--- src/rtl/ckc_pkg.sv ---
// Shared types, constants and field arithmetic for the three-key clock-set controller.
`default_nettype none

package ckc_pkg;

  localparam int LONG_PRESS_TICKS = 40;
  localparam int HOLD_W = 6;
  localparam int FIELD_CNT = 6;
  localparam int VAL_W = 7;

  localparam logic [2:0] BRIGHT_MIN = 3'd1;
  localparam logic [2:0] BRIGHT_MAX = 3'd4;

  typedef enum logic [1:0] {
    EV_NONE  = 2'd0,
    EV_PRESS = 2'd1,
    EV_LONG  = 2'd2
  } ckc_event_t;

  typedef enum logic [2:0] {
    FLD_YEAR   = 3'd0,
    FLD_MONTH  = 3'd1,
    FLD_DAY    = 3'd2,
    FLD_HOUR   = 3'd3,
    FLD_MINUTE = 3'd4,
    FLD_SECOND = 3'd5
  } ckc_field_t;

  typedef struct packed {
    logic [6:0] year;
    logic [3:0] month;
    logic [4:0] day;
    logic [4:0] hour;
    logic [5:0] minute;
    logic [5:0] second;
  } ckc_time_t;

  typedef struct packed {
    logic      key_down_level;
    logic      key_up_level;
    logic      key_mode_level;
    ckc_time_t now;
  } ckc_in_word_t;

  function automatic logic [VAL_W-1:0] field_min(input logic [2:0] f);
    logic [VAL_W-1:0] m;
    case (f)
      FLD_YEAR:  m = 7'd23;
      FLD_MONTH: m = 7'd1;
      FLD_DAY:   m = 7'd1;
      default:   m = 7'd0;
    endcase
    return m;
  endfunction

  function automatic logic [VAL_W-1:0] field_max(input logic [2:0] f);
    logic [VAL_W-1:0] m;
    case (f)
      FLD_YEAR:  m = 7'd99;
      FLD_MONTH: m = 7'd12;
      FLD_DAY:   m = 7'd31;
      FLD_HOUR:  m = 7'd23;
      default:   m = 7'd59;
    endcase
    return m;
  endfunction

  // Step one edit value with wrap; values outside the range are kept until stepped.
  function automatic logic [VAL_W-1:0] field_step(input logic [VAL_W-1:0] v,
                                                  input logic [2:0] f,
                                                  input logic up);
    logic [VAL_W:0]   v_inc;
    logic [VAL_W-1:0] lo;
    logic [VAL_W-1:0] hi;
    logic [VAL_W-1:0] r;
    lo = field_min(f);
    hi = field_max(f);
    v_inc = {1'b0, v} + {{VAL_W{1'b0}}, 1'b1};
    if (up) begin
      r = (v_inc > {1'b0, hi}) ? lo : v_inc[VAL_W-1:0];
    end else begin
      r = (v <= lo) ? hi : v - 7'd1;
    end
    return r;
  endfunction

endpackage

`default_nettype wire

--- src/rtl/ckc_in_if.sv ---
// Input channel: one key sample and current time per word.
`default_nettype none

interface ckc_in_if;
  logic       valid;
  logic       ready;
  logic       key_down_level;
  logic       key_up_level;
  logic       key_mode_level;
  logic [6:0] now_year;
  logic [3:0] now_month;
  logic [4:0] now_day;
  logic [4:0] now_hour;
  logic [5:0] now_minute;
  logic [5:0] now_second;

  modport source (output valid, key_down_level, key_up_level, key_mode_level,
                  now_year, now_month, now_day, now_hour, now_minute, now_second,
                  input ready);
  modport sink (input valid, key_down_level, key_up_level, key_mode_level,
                now_year, now_month, now_day, now_hour, now_minute, now_second,
                output ready);
endinterface

`default_nettype wire

--- src/rtl/ckc_out_if.sv ---
// Output channel: controller status and edit values per word.
`default_nettype none

interface ckc_out_if;
  logic       valid;
  logic       ready;
  logic       mode;
  logic [2:0] brightness_level;
  logic [2:0] edit_field;
  logic       save_strobe;
  logic [6:0] set_year;
  logic [3:0] set_month;
  logic [4:0] set_day;
  logic [4:0] set_hour;
  logic [5:0] set_minute;
  logic [5:0] set_second;

  modport source (output valid, mode, brightness_level, edit_field, save_strobe,
                  set_year, set_month, set_day, set_hour, set_minute, set_second,
                  input ready);
  modport sink (input valid, mode, brightness_level, edit_field, save_strobe,
                set_year, set_month, set_day, set_hour, set_minute, set_second,
                output ready);
endinterface

`default_nettype wire

--- src/rtl/ckc_key_tracker.sv ---
// Press / long-press tracker for one active-low key.
`default_nettype none

module ckc_key_tracker
  import ckc_pkg::*;
(
  input  logic       clk,
  input  logic       rst,
  input  logic       en,
  input  logic       level,
  output ckc_event_t event_out
);

  typedef enum logic [1:0] {
    PH_PRESSED  = 2'd0,
    PH_RELEASED = 2'd1,
    PH_LONG     = 2'd2
  } phase_t;

  phase_t            phase;
  phase_t            phase_next;
  logic [HOLD_W-1:0] hold_ticks;
  logic [HOLD_W-1:0] hold_ticks_next;
  logic [HOLD_W-1:0] hold_inc;

  assign hold_inc = hold_ticks + HOLD_W'(1);

  always_comb begin
    phase_next      = phase;
    hold_ticks_next = hold_ticks;
    event_out       = EV_NONE;
    if (level) begin
      phase_next      = PH_RELEASED;
      hold_ticks_next = '0;
    end else begin
      case (phase)
        PH_RELEASED: begin
          phase_next      = PH_PRESSED;
          hold_ticks_next = '0;
          event_out       = EV_PRESS;
        end
        PH_PRESSED: begin
          hold_ticks_next = hold_inc;
          if (hold_inc >= HOLD_W'(LONG_PRESS_TICKS)) begin
            phase_next = PH_LONG;
            event_out  = EV_LONG;
          end
        end
        // long held: quiet until release
        default: begin
          phase_next = phase;
        end
      endcase
    end
  end

  always_ff @(posedge clk) begin
    if (rst) begin
      phase      <= PH_RELEASED;
      hold_ticks <= '0;
    end else if (en) begin
      phase      <= phase_next;
      hold_ticks <= hold_ticks_next;
    end
  end

endmodule

`default_nettype wire

--- src/rtl/ckc_ui_core.sv ---
// Mode, brightness and time-edit state; the state registers double as the result word.
`default_nettype none

module ckc_ui_core
  import ckc_pkg::*;
(
  input  logic       clk,
  input  logic       rst,
  input  logic       en,
  input  ckc_event_t ev_down,
  input  ckc_event_t ev_up,
  input  ckc_event_t ev_mode,
  input  ckc_time_t  now,
  output logic       mode,
  output logic [2:0] brightness,
  output logic [2:0] field_index,
  output logic       save_strobe,
  output ckc_time_t  edit_time
);

  logic [VAL_W-1:0] edit_values [FIELD_CNT];
  logic [VAL_W-1:0] edit_values_next [FIELD_CNT];
  logic             mode_next;
  logic [2:0]       brightness_next;
  logic [2:0]       bright_mid;
  logic [2:0]       field_index_next;
  logic             save_next;
  logic             field_ok;
  logic [VAL_W-1:0] cur_val;
  logic [VAL_W-1:0] mid_val;
  logic [VAL_W-1:0] new_val;
  logic             down_press;
  logic             up_press;

  assign down_press = (ev_down == EV_PRESS);
  assign up_press   = (ev_up == EV_PRESS);
  assign field_ok   = (field_index <= FLD_SECOND);
  assign cur_val    = field_ok ? edit_values[field_index[2:0]] : '0;

  // down is handled before up, so both in one tick chain through
  assign mid_val = down_press ? field_step(cur_val, field_index, 1'b0) : cur_val;
  assign new_val = up_press ? field_step(mid_val, field_index, 1'b1) : mid_val;

  assign bright_mid = (down_press && brightness > BRIGHT_MIN) ? brightness - 3'd1 :
                      (down_press ? BRIGHT_MIN : brightness);

  always_comb begin
    mode_next        = mode;
    brightness_next  = brightness;
    field_index_next = field_index;
    save_next        = 1'b0;
    for (int i = 0; i < FIELD_CNT; i++) begin
      edit_values_next[i] = edit_values[i];
    end
    if (!mode) begin
      brightness_next = (up_press && bright_mid < BRIGHT_MAX) ? bright_mid + 3'd1 :
                        (up_press ? BRIGHT_MAX : bright_mid);
      if (ev_mode == EV_LONG) begin
        edit_values_next[FLD_YEAR]   = now.year;
        edit_values_next[FLD_MONTH]  = VAL_W'(now.month);
        edit_values_next[FLD_DAY]    = VAL_W'(now.day);
        edit_values_next[FLD_HOUR]   = VAL_W'(now.hour);
        edit_values_next[FLD_MINUTE] = VAL_W'(now.minute);
        edit_values_next[FLD_SECOND] = VAL_W'(now.second);
        field_index_next = FLD_YEAR;
        mode_next        = 1'b1;
      end
    end else begin
      if (field_ok) begin
        edit_values_next[field_index[2:0]] = new_val;
      end
      if (ev_mode == EV_PRESS) begin
        field_index_next = (field_index >= FLD_SECOND) ? FLD_YEAR : field_index + 3'd1;
      end else if (ev_mode == EV_LONG) begin
        save_next = 1'b1;
        mode_next = 1'b0;
      end
    end
  end

  always_ff @(posedge clk) begin
    if (rst) begin
      mode        <= 1'b0;
      brightness  <= BRIGHT_MAX;
      field_index <= FLD_YEAR;
      save_strobe <= 1'b0;
      for (int i = 0; i < FIELD_CNT; i++) begin
        edit_values[i] <= '0;
      end
    end else if (en) begin
      mode        <= mode_next;
      brightness  <= brightness_next;
      field_index <= field_index_next;
      save_strobe <= save_next;
      for (int i = 0; i < FIELD_CNT; i++) begin
        edit_values[i] <= edit_values_next[i];
      end
    end
  end

  assign edit_time.year   = edit_values[FLD_YEAR];
  assign edit_time.month  = edit_values[FLD_MONTH][3:0];
  assign edit_time.day    = edit_values[FLD_DAY][4:0];
  assign edit_time.hour   = edit_values[FLD_HOUR][4:0];
  assign edit_time.minute = edit_values[FLD_MINUTE][5:0];
  assign edit_time.second = edit_values[FLD_SECOND][5:0];

endmodule

`default_nettype wire

--- src/rtl/three_key_clock_set_controller.sv ---
// Top level of the three-key clock-set controller.
// Each input word is one key tick: three active-low key levels plus the current time.
// The word lands in an input register; when it advances (a waiting result stalls it), the
// key trackers and the mode/brightness/edit logic update in a single pass; the updated state
// registers are the result word, which turns valid as they update. One word per clock cycle
// is sustained while results are taken. A waiting result holds the word in the input
// register, so at most one more input word enters while a result waits. Key events are
// handled down, up, then mode within a tick; a long press needs LONG_PRESS_TICKS further
// low ticks after the press tick.
`default_nettype none

module three_key_clock_set_controller
  import ckc_pkg::*;
(
  input  logic             clk,
  input  logic             rst,
  ckc_in_if.sink           tick_in,
  ckc_out_if.source        tick_out
);

  logic         s1_valid;
  ckc_in_word_t s1_word;
  logic         advance;
  ckc_event_t   ev_down;
  ckc_event_t   ev_up;
  ckc_event_t   ev_mode;
  ckc_time_t    edit_time;

  assign advance       = s1_valid && (!tick_out.valid || tick_out.ready);
  assign tick_in.ready = !s1_valid || advance;

  always_ff @(posedge clk) begin
    if (rst) begin
      s1_valid       <= 1'b0;
      tick_out.valid <= 1'b0;
    end else begin
      if (tick_in.ready) begin
        s1_valid <= tick_in.valid;
      end
      if (advance) begin
        tick_out.valid <= 1'b1;
      end else if (tick_out.ready) begin
        tick_out.valid <= 1'b0;
      end
    end
  end

  // hold the input word until it advances
  always_ff @(posedge clk) begin
    if (tick_in.valid && tick_in.ready) begin
      s1_word.key_down_level <= tick_in.key_down_level;
      s1_word.key_up_level   <= tick_in.key_up_level;
      s1_word.key_mode_level <= tick_in.key_mode_level;
      s1_word.now.year       <= tick_in.now_year;
      s1_word.now.month      <= tick_in.now_month;
      s1_word.now.day        <= tick_in.now_day;
      s1_word.now.hour       <= tick_in.now_hour;
      s1_word.now.minute     <= tick_in.now_minute;
      s1_word.now.second     <= tick_in.now_second;
    end
  end

  ckc_key_tracker u_key_down (
    .clk       (clk),
    .rst       (rst),
    .en        (advance),
    .level     (s1_word.key_down_level),
    .event_out (ev_down)
  );

  ckc_key_tracker u_key_up (
    .clk       (clk),
    .rst       (rst),
    .en        (advance),
    .level     (s1_word.key_up_level),
    .event_out (ev_up)
  );

  ckc_key_tracker u_key_mode (
    .clk       (clk),
    .rst       (rst),
    .en        (advance),
    .level     (s1_word.key_mode_level),
    .event_out (ev_mode)
  );

  ckc_ui_core u_ui (
    .clk         (clk),
    .rst         (rst),
    .en          (advance),
    .ev_down     (ev_down),
    .ev_up       (ev_up),
    .ev_mode     (ev_mode),
    .now         (s1_word.now),
    .mode        (tick_out.mode),
    .brightness  (tick_out.brightness_level),
    .field_index (tick_out.edit_field),
    .save_strobe (tick_out.save_strobe),
    .edit_time   (edit_time)
  );

  assign tick_out.set_year   = edit_time.year;
  assign tick_out.set_month  = edit_time.month;
  assign tick_out.set_day    = edit_time.day;
  assign tick_out.set_hour   = edit_time.hour;
  assign tick_out.set_minute = edit_time.minute;
  assign tick_out.set_second = edit_time.second;

endmodule

`default_nettype wire

--- src/flat_wrapper.sv ---
// flat-port wrapper written by rule: the top's interface ports become plain ports
module three_key_clock_set_controller_flat import ckc_pkg::*;
  (clk, rst, tick_in_valid, tick_in_key_down_level, tick_in_key_up_level, tick_in_key_mode_level, tick_in_now_year, tick_in_now_month, tick_in_now_day, tick_in_now_hour, tick_in_now_minute, tick_in_now_second, tick_in_ready, tick_out_valid, tick_out_mode, tick_out_brightness_level, tick_out_edit_field, tick_out_save_strobe, tick_out_set_year, tick_out_set_month, tick_out_set_day, tick_out_set_hour, tick_out_set_minute, tick_out_set_second, tick_out_ready);
  ckc_in_if tick_in_i ();
  ckc_out_if tick_out_i ();
  input  logic clk;
  input  logic rst;
  input wire logic [$bits(tick_in_i.valid)-1:0] tick_in_valid;
  input wire logic [$bits(tick_in_i.key_down_level)-1:0] tick_in_key_down_level;
  input wire logic [$bits(tick_in_i.key_up_level)-1:0] tick_in_key_up_level;
  input wire logic [$bits(tick_in_i.key_mode_level)-1:0] tick_in_key_mode_level;
  input wire logic [$bits(tick_in_i.now_year)-1:0] tick_in_now_year;
  input wire logic [$bits(tick_in_i.now_month)-1:0] tick_in_now_month;
  input wire logic [$bits(tick_in_i.now_day)-1:0] tick_in_now_day;
  input wire logic [$bits(tick_in_i.now_hour)-1:0] tick_in_now_hour;
  input wire logic [$bits(tick_in_i.now_minute)-1:0] tick_in_now_minute;
  input wire logic [$bits(tick_in_i.now_second)-1:0] tick_in_now_second;
  output wire logic [$bits(tick_in_i.ready)-1:0] tick_in_ready;
  output wire logic [$bits(tick_out_i.valid)-1:0] tick_out_valid;
  output wire logic [$bits(tick_out_i.mode)-1:0] tick_out_mode;
  output wire logic [$bits(tick_out_i.brightness_level)-1:0] tick_out_brightness_level;
  output wire logic [$bits(tick_out_i.edit_field)-1:0] tick_out_edit_field;
  output wire logic [$bits(tick_out_i.save_strobe)-1:0] tick_out_save_strobe;
  output wire logic [$bits(tick_out_i.set_year)-1:0] tick_out_set_year;
  output wire logic [$bits(tick_out_i.set_month)-1:0] tick_out_set_month;
  output wire logic [$bits(tick_out_i.set_day)-1:0] tick_out_set_day;
  output wire logic [$bits(tick_out_i.set_hour)-1:0] tick_out_set_hour;
  output wire logic [$bits(tick_out_i.set_minute)-1:0] tick_out_set_minute;
  output wire logic [$bits(tick_out_i.set_second)-1:0] tick_out_set_second;
  input wire logic [$bits(tick_out_i.ready)-1:0] tick_out_ready;
  assign tick_in_i.valid = tick_in_valid;
  assign tick_in_i.key_down_level = tick_in_key_down_level;
  assign tick_in_i.key_up_level = tick_in_key_up_level;
  assign tick_in_i.key_mode_level = tick_in_key_mode_level;
  assign tick_in_i.now_year = tick_in_now_year;
  assign tick_in_i.now_month = tick_in_now_month;
  assign tick_in_i.now_day = tick_in_now_day;
  assign tick_in_i.now_hour = tick_in_now_hour;
  assign tick_in_i.now_minute = tick_in_now_minute;
  assign tick_in_i.now_second = tick_in_now_second;
  assign tick_in_ready = tick_in_i.ready;
  assign tick_out_valid = tick_out_i.valid;
  assign tick_out_mode = tick_out_i.mode;
  assign tick_out_brightness_level = tick_out_i.brightness_level;
  assign tick_out_edit_field = tick_out_i.edit_field;
  assign tick_out_save_strobe = tick_out_i.save_strobe;
  assign tick_out_set_year = tick_out_i.set_year;
  assign tick_out_set_month = tick_out_i.set_month;
  assign tick_out_set_day = tick_out_i.set_day;
  assign tick_out_set_hour = tick_out_i.set_hour;
  assign tick_out_set_minute = tick_out_i.set_minute;
  assign tick_out_set_second = tick_out_i.set_second;
  assign tick_out_i.ready = tick_out_ready;
  three_key_clock_set_controller u_core (.clk(clk), .rst(rst), .tick_in(tick_in_i), .tick_out(tick_out_i));
endmodule
--- config.mk ---
export PLATFORM = sky130hd
export DESIGN_NAME = three_key_clock_set_controller_flat
export DESIGN_NICKNAME = d
export VERILOG_FILES = /design/src/rtl/ckc_pkg.sv /design/src/rtl/ckc_in_if.sv /design/src/rtl/ckc_out_if.sv /design/src/rtl/ckc_key_tracker.sv /design/src/rtl/ckc_ui_core.sv /design/src/rtl/three_key_clock_set_controller.sv /design/src/flat_wrapper.sv
export SDC_FILE = /design/constraint.sdc
export NUM_CORES = 1
export LEC_CHECK = 0
export BUFFER_PORTS_ARGS = -buffer_cell sky130_fd_sc_hd__clkbuf_2
export CAP_MARGIN = 0
export CORE_MARGIN = 2
export CORE_UTILIZATION = 40
export DETAILED_ROUTE_END_ITERATION = 12
export SETUP_SLACK_MARGIN = 0.4
export SLEW_MARGIN = 40
export SYNTH_ARGS = -nofsm -noshare
export SYNTH_HDL_FRONTEND = slang
export SYNTH_HIERARCHICAL = 1
export SYNTH_SLANG_ARGS = --single-unit
--- constraint.sdc ---
create_clock -name clk -period 10.46 [get_ports clk]
set_clock_uncertainty 0.1 [all_clocks]
set_input_delay 2.615 -clock clk [delete_from_list [all_inputs] [get_ports clk]]
set_output_delay 2.615 -clock clk [all_outputs]
set_load 0.01 [all_outputs]
==> impl_metrics.ini <==
[global_route]
first_global_vias = 5613
gr-usage-all-layers = 0.208
antenna_found_initial = 0
grt_overflow = 0
grt_pass1_wl_mm = 29.9
grt_max_degree = 70

[detailed_routing]
viasPerCell = 5.72
antenna_left = 0
post_drt_wl_per_cell_um = 18.6
first_pass_iters = 5
drc = 0
via_count = 5853
first_iter_violations = 536
finalWirelength_mm = 19.0

[synth]
yosys_warnings = 6
synth_seq_area_share = 0.434
synth_seq_cells = 115
yosys_most_used_dff = edfxtp_1
async_flop_share = 0
synth-edff-count = 78
synth.area.top_cells = edfxtp_1 33%, dfxtp_1 10%, ha_1 4.6%
synthesis.nets = 803
synth_top_area_cell = edfxtp_1
synth_top_area_frac = 0.330
netlist_instances = 737
synth.avg_cell_area_sq_um = 9.63
synth_area_sq_mm = 0.00710
ys_types = 83

[hold_path]
hold_end = u_core/u_ui/save_strobe$_SDFFE_PP0P_
min_from = u_core/u_ui/save_strobe$_SDFFE_PP0P_
hold_path_depth = 2
hold_path.class = flop to flop

[sta]
relSlewSlack = 0.423
setup_viol = 0
final_max_slew_viol_count = 0
finalCritPeriodShare = 0.712
tightest_slew_ns = 0.862
fmax_mhz = 134
rsz0062_at_grt = no
fin_setup_tns_ns = 0
period_minus_slack_ns = 7.44
hold_viol_final = 0
hold_ws_ns = 0.389

[cts]
cts_buffers = 17
ctsHtreeMaxLevel = 4
clockBufferDepth = 2
clk_latency_ns = 0.42
post_cts_resized = 0
postCtsSetupBuffers = 0
holdBufCountCts = 0
cts_sinks = 115
cts_tree = yes
clk_pin_slew_worst_paths_ns = 0.06
root_buffer = clkbuf_16

[setup_path]
worstReg2RegStart = u_core/u_ui/field_index[1]$_SDFFE_PP0P_
crit_type = flop to flop
startpoint_type = flop
crit_required_ns = 10.50
worstSetupStartpoint = u_core/u_ui/field_index[1]$_SDFFE_PP0P_
reg2reg_depth = 27
cp_max_fo = 11
r2r_end = u_core/u_ui/edit_values[4][0]$_SDFFCE_PN0P_
crit_path_end_kind = flop
arrival_ns = 7.48
rrSetupSlack_ns = 3.02

[cells_and_area]
nets = 852
nFillCells = 1644
syn_to_final_growth_pct = 13.6
instances_no_fill = 1024
drive_gt1_frac = 0.210
diodes = 0

[pwr]
power_density_mw_per_mm2 = 149
p_total_mw = 1.20
peakVddDrop_uv = 111
power.leakage_nw = 2.98

[place]
port_buffers = 82
post-place-cells = 992
dp_hpwl_mm = 13.8
routabilityCongestion = 0.915

[die]
row_count = 48
coreArea_sq_mm = 0.0173
dieArea_sq_mm = 0.0188
die_height_um = 137
die_x_um = 137
initial_core_util = 0.410
io_pins = 83

[status]
status = finished, final reports clean

[flow_run]
cap_violations = 0
==> metal layers <==
metal | part of all wire | GRT usage
met5 | 0 | 0
met4 | 0.014 | 0.0653
met3 | 0.047 | 0.0364
met2 | 0.49 | 0.347
met1 | 0.44 | 0.276
==> state kept, by name (all words and copies together), names as in the netlist, 2 cells and up, named ones only <==
register / flops
u_core/s1_word: 36
u_core/u_key_down/phase: 2
u_core/u_ui/field_index: 3
u_core/u_ui/brightness: 3
u_core/u_key_mode/phase: 2
u_core/u_key_up/hold_ticks: 6
u_core/u_key_mode/hold_ticks: 6
u_core/u_key_down/hold_ticks: 6
u_core/u_ui/edit_values: 42
u_core/u_key_up/phase: 2
==> worst max-delay path by stage <==
stage / slack (ns) / to / cells after the start
after floorplan: 3.98 / u_core/u_ui/edit_values[4][0]$_SDFFCE_PN0P_ / 27
final: 3.02 / u_core/u_ui/edit_values[4][0]$_SDFFCE_PN0P_ / 27
after global routing: 2.26 / u_core/u_ui/edit_values[4][0]$_SDFFCE_PN0P_ / 27
after CTS: 2.93 / u_core/u_ui/edit_values[4][0]$_SDFFCE_PN0P_ / 25
after global placement: 3.02 / u_core/u_ui/edit_values[4][0]$_SDFFCE_PN0P_ / 24
after detailed placement: 2.97 / u_core/u_ui/edit_values[4][0]$_SDFFCE_PN0P_ / 25
==> worst max-delay path: stages (launching register included) <==
cell	delay, ns
dfxtp_1	0.53
inv_1	0.18
ha_1	0.29
nor2b_1	0.17
nand2_1	0.19
o2111ai_1	0.26
inv_1	0.12
ha_1	0.32
a211oi_1	0.34
a2bb2oi_1	0.39
nand2_1	0.15
a21oi_1	0.29
o211ai_1	0.14
o21ai_0	0.27
ha_1	0.35
inv_1	0.06
a31oi_1	0.15
a21boi_0	0.45
nand2_1	0.18
xor2_1	0.18
ha_1	0.30
a221oi_1	0.53
buf_1	0.26
nor2_1	0.14
mux2_2	0.32
o22ai_4	0.26
a21o_1	0.18
a21oi_2	0.05
==> through the flow <==
stage               area (sq um)  worst slack (ns)  utilization
global route                8060              2.26        0.466
global placement            7490              3.02        0.433
detailed placement          7500              2.97        0.434
floorplan                   7100              3.98            -
CTS                         8060              2.93        0.466
finish                      8060              3.02        0.466
==> area by class of cell <==
class	instances	area [sq um]	share of cell area
clock inverter	9	81.3	0.0101
multi-input combinational	541	3590	0.445
tap	225	282	0.0349
timing repair buffer	90	467	0.0579
inverter	21	78.8	0.00978
sequential	115	3090	0.383
clock buffer	23	478	0.0593
==> cell families after synthesis <==
| family | count (synthesis) | synth area share |
|---|---|---|
| DFF | 115 | 0.434 |
| and+or+nand+nor | 254 | 0.192 |
| AOI/OAI and AO/OA | 226 | 0.220 |
| adders and majority gates | 26 | 0.0458 |
| xor gates and xnor gates | 18 | 0.0222 |
| buffers and inverters | 81 | 0.0608 |
| muxes | 17 | 0.0242 |
==> placed cells by master, fill, tap and decap left out, drive strengths merged, types with 13 or more instances in the layout <==
master / count
a21oi: 44
a31oi: 14
clkbuf: 105
dfxtp: 37
edfxtp: 78
ha: 26
inv: 20
mux2i: 16
nand2: 53
nand2b: 17
nand3: 20
nor2: 67
nor3: 17
nor3b: 13
o21ai: 72
==> power breakdown <==
group | total, mW | internal, mW | switching [mW]
clock | 0.548 | 0.343 | 0.204
combinational | 0.128 | 0.0487 | 0.0795
sequential | 0.523 | 0.507 | 0.0156
total | 1.20 | 0.899 | 0.299
==> synthesized netlist by cell type, drive strengths merged (6+ instances only) <==
cell and instances:
xor2 8, a21oi 44, nor2b 12, a41oi 10, nor3 17, a22oi 10
nand3b 12, nor3b 13, a211oi 9, edfxtp 78, ha 26, buf 38
dfxtp 37, a21o 10, o21ai 72, nor2 67, mux2i 16, xnor2 10
o21a 9, o211ai 9, and2 11, nand4 6, nand3 20, and3 12
a311oi 9, nand2b 17, clkbuf 22, nand2 53, inv 20, a31oi 14
(Power assumes the default switching activity.)
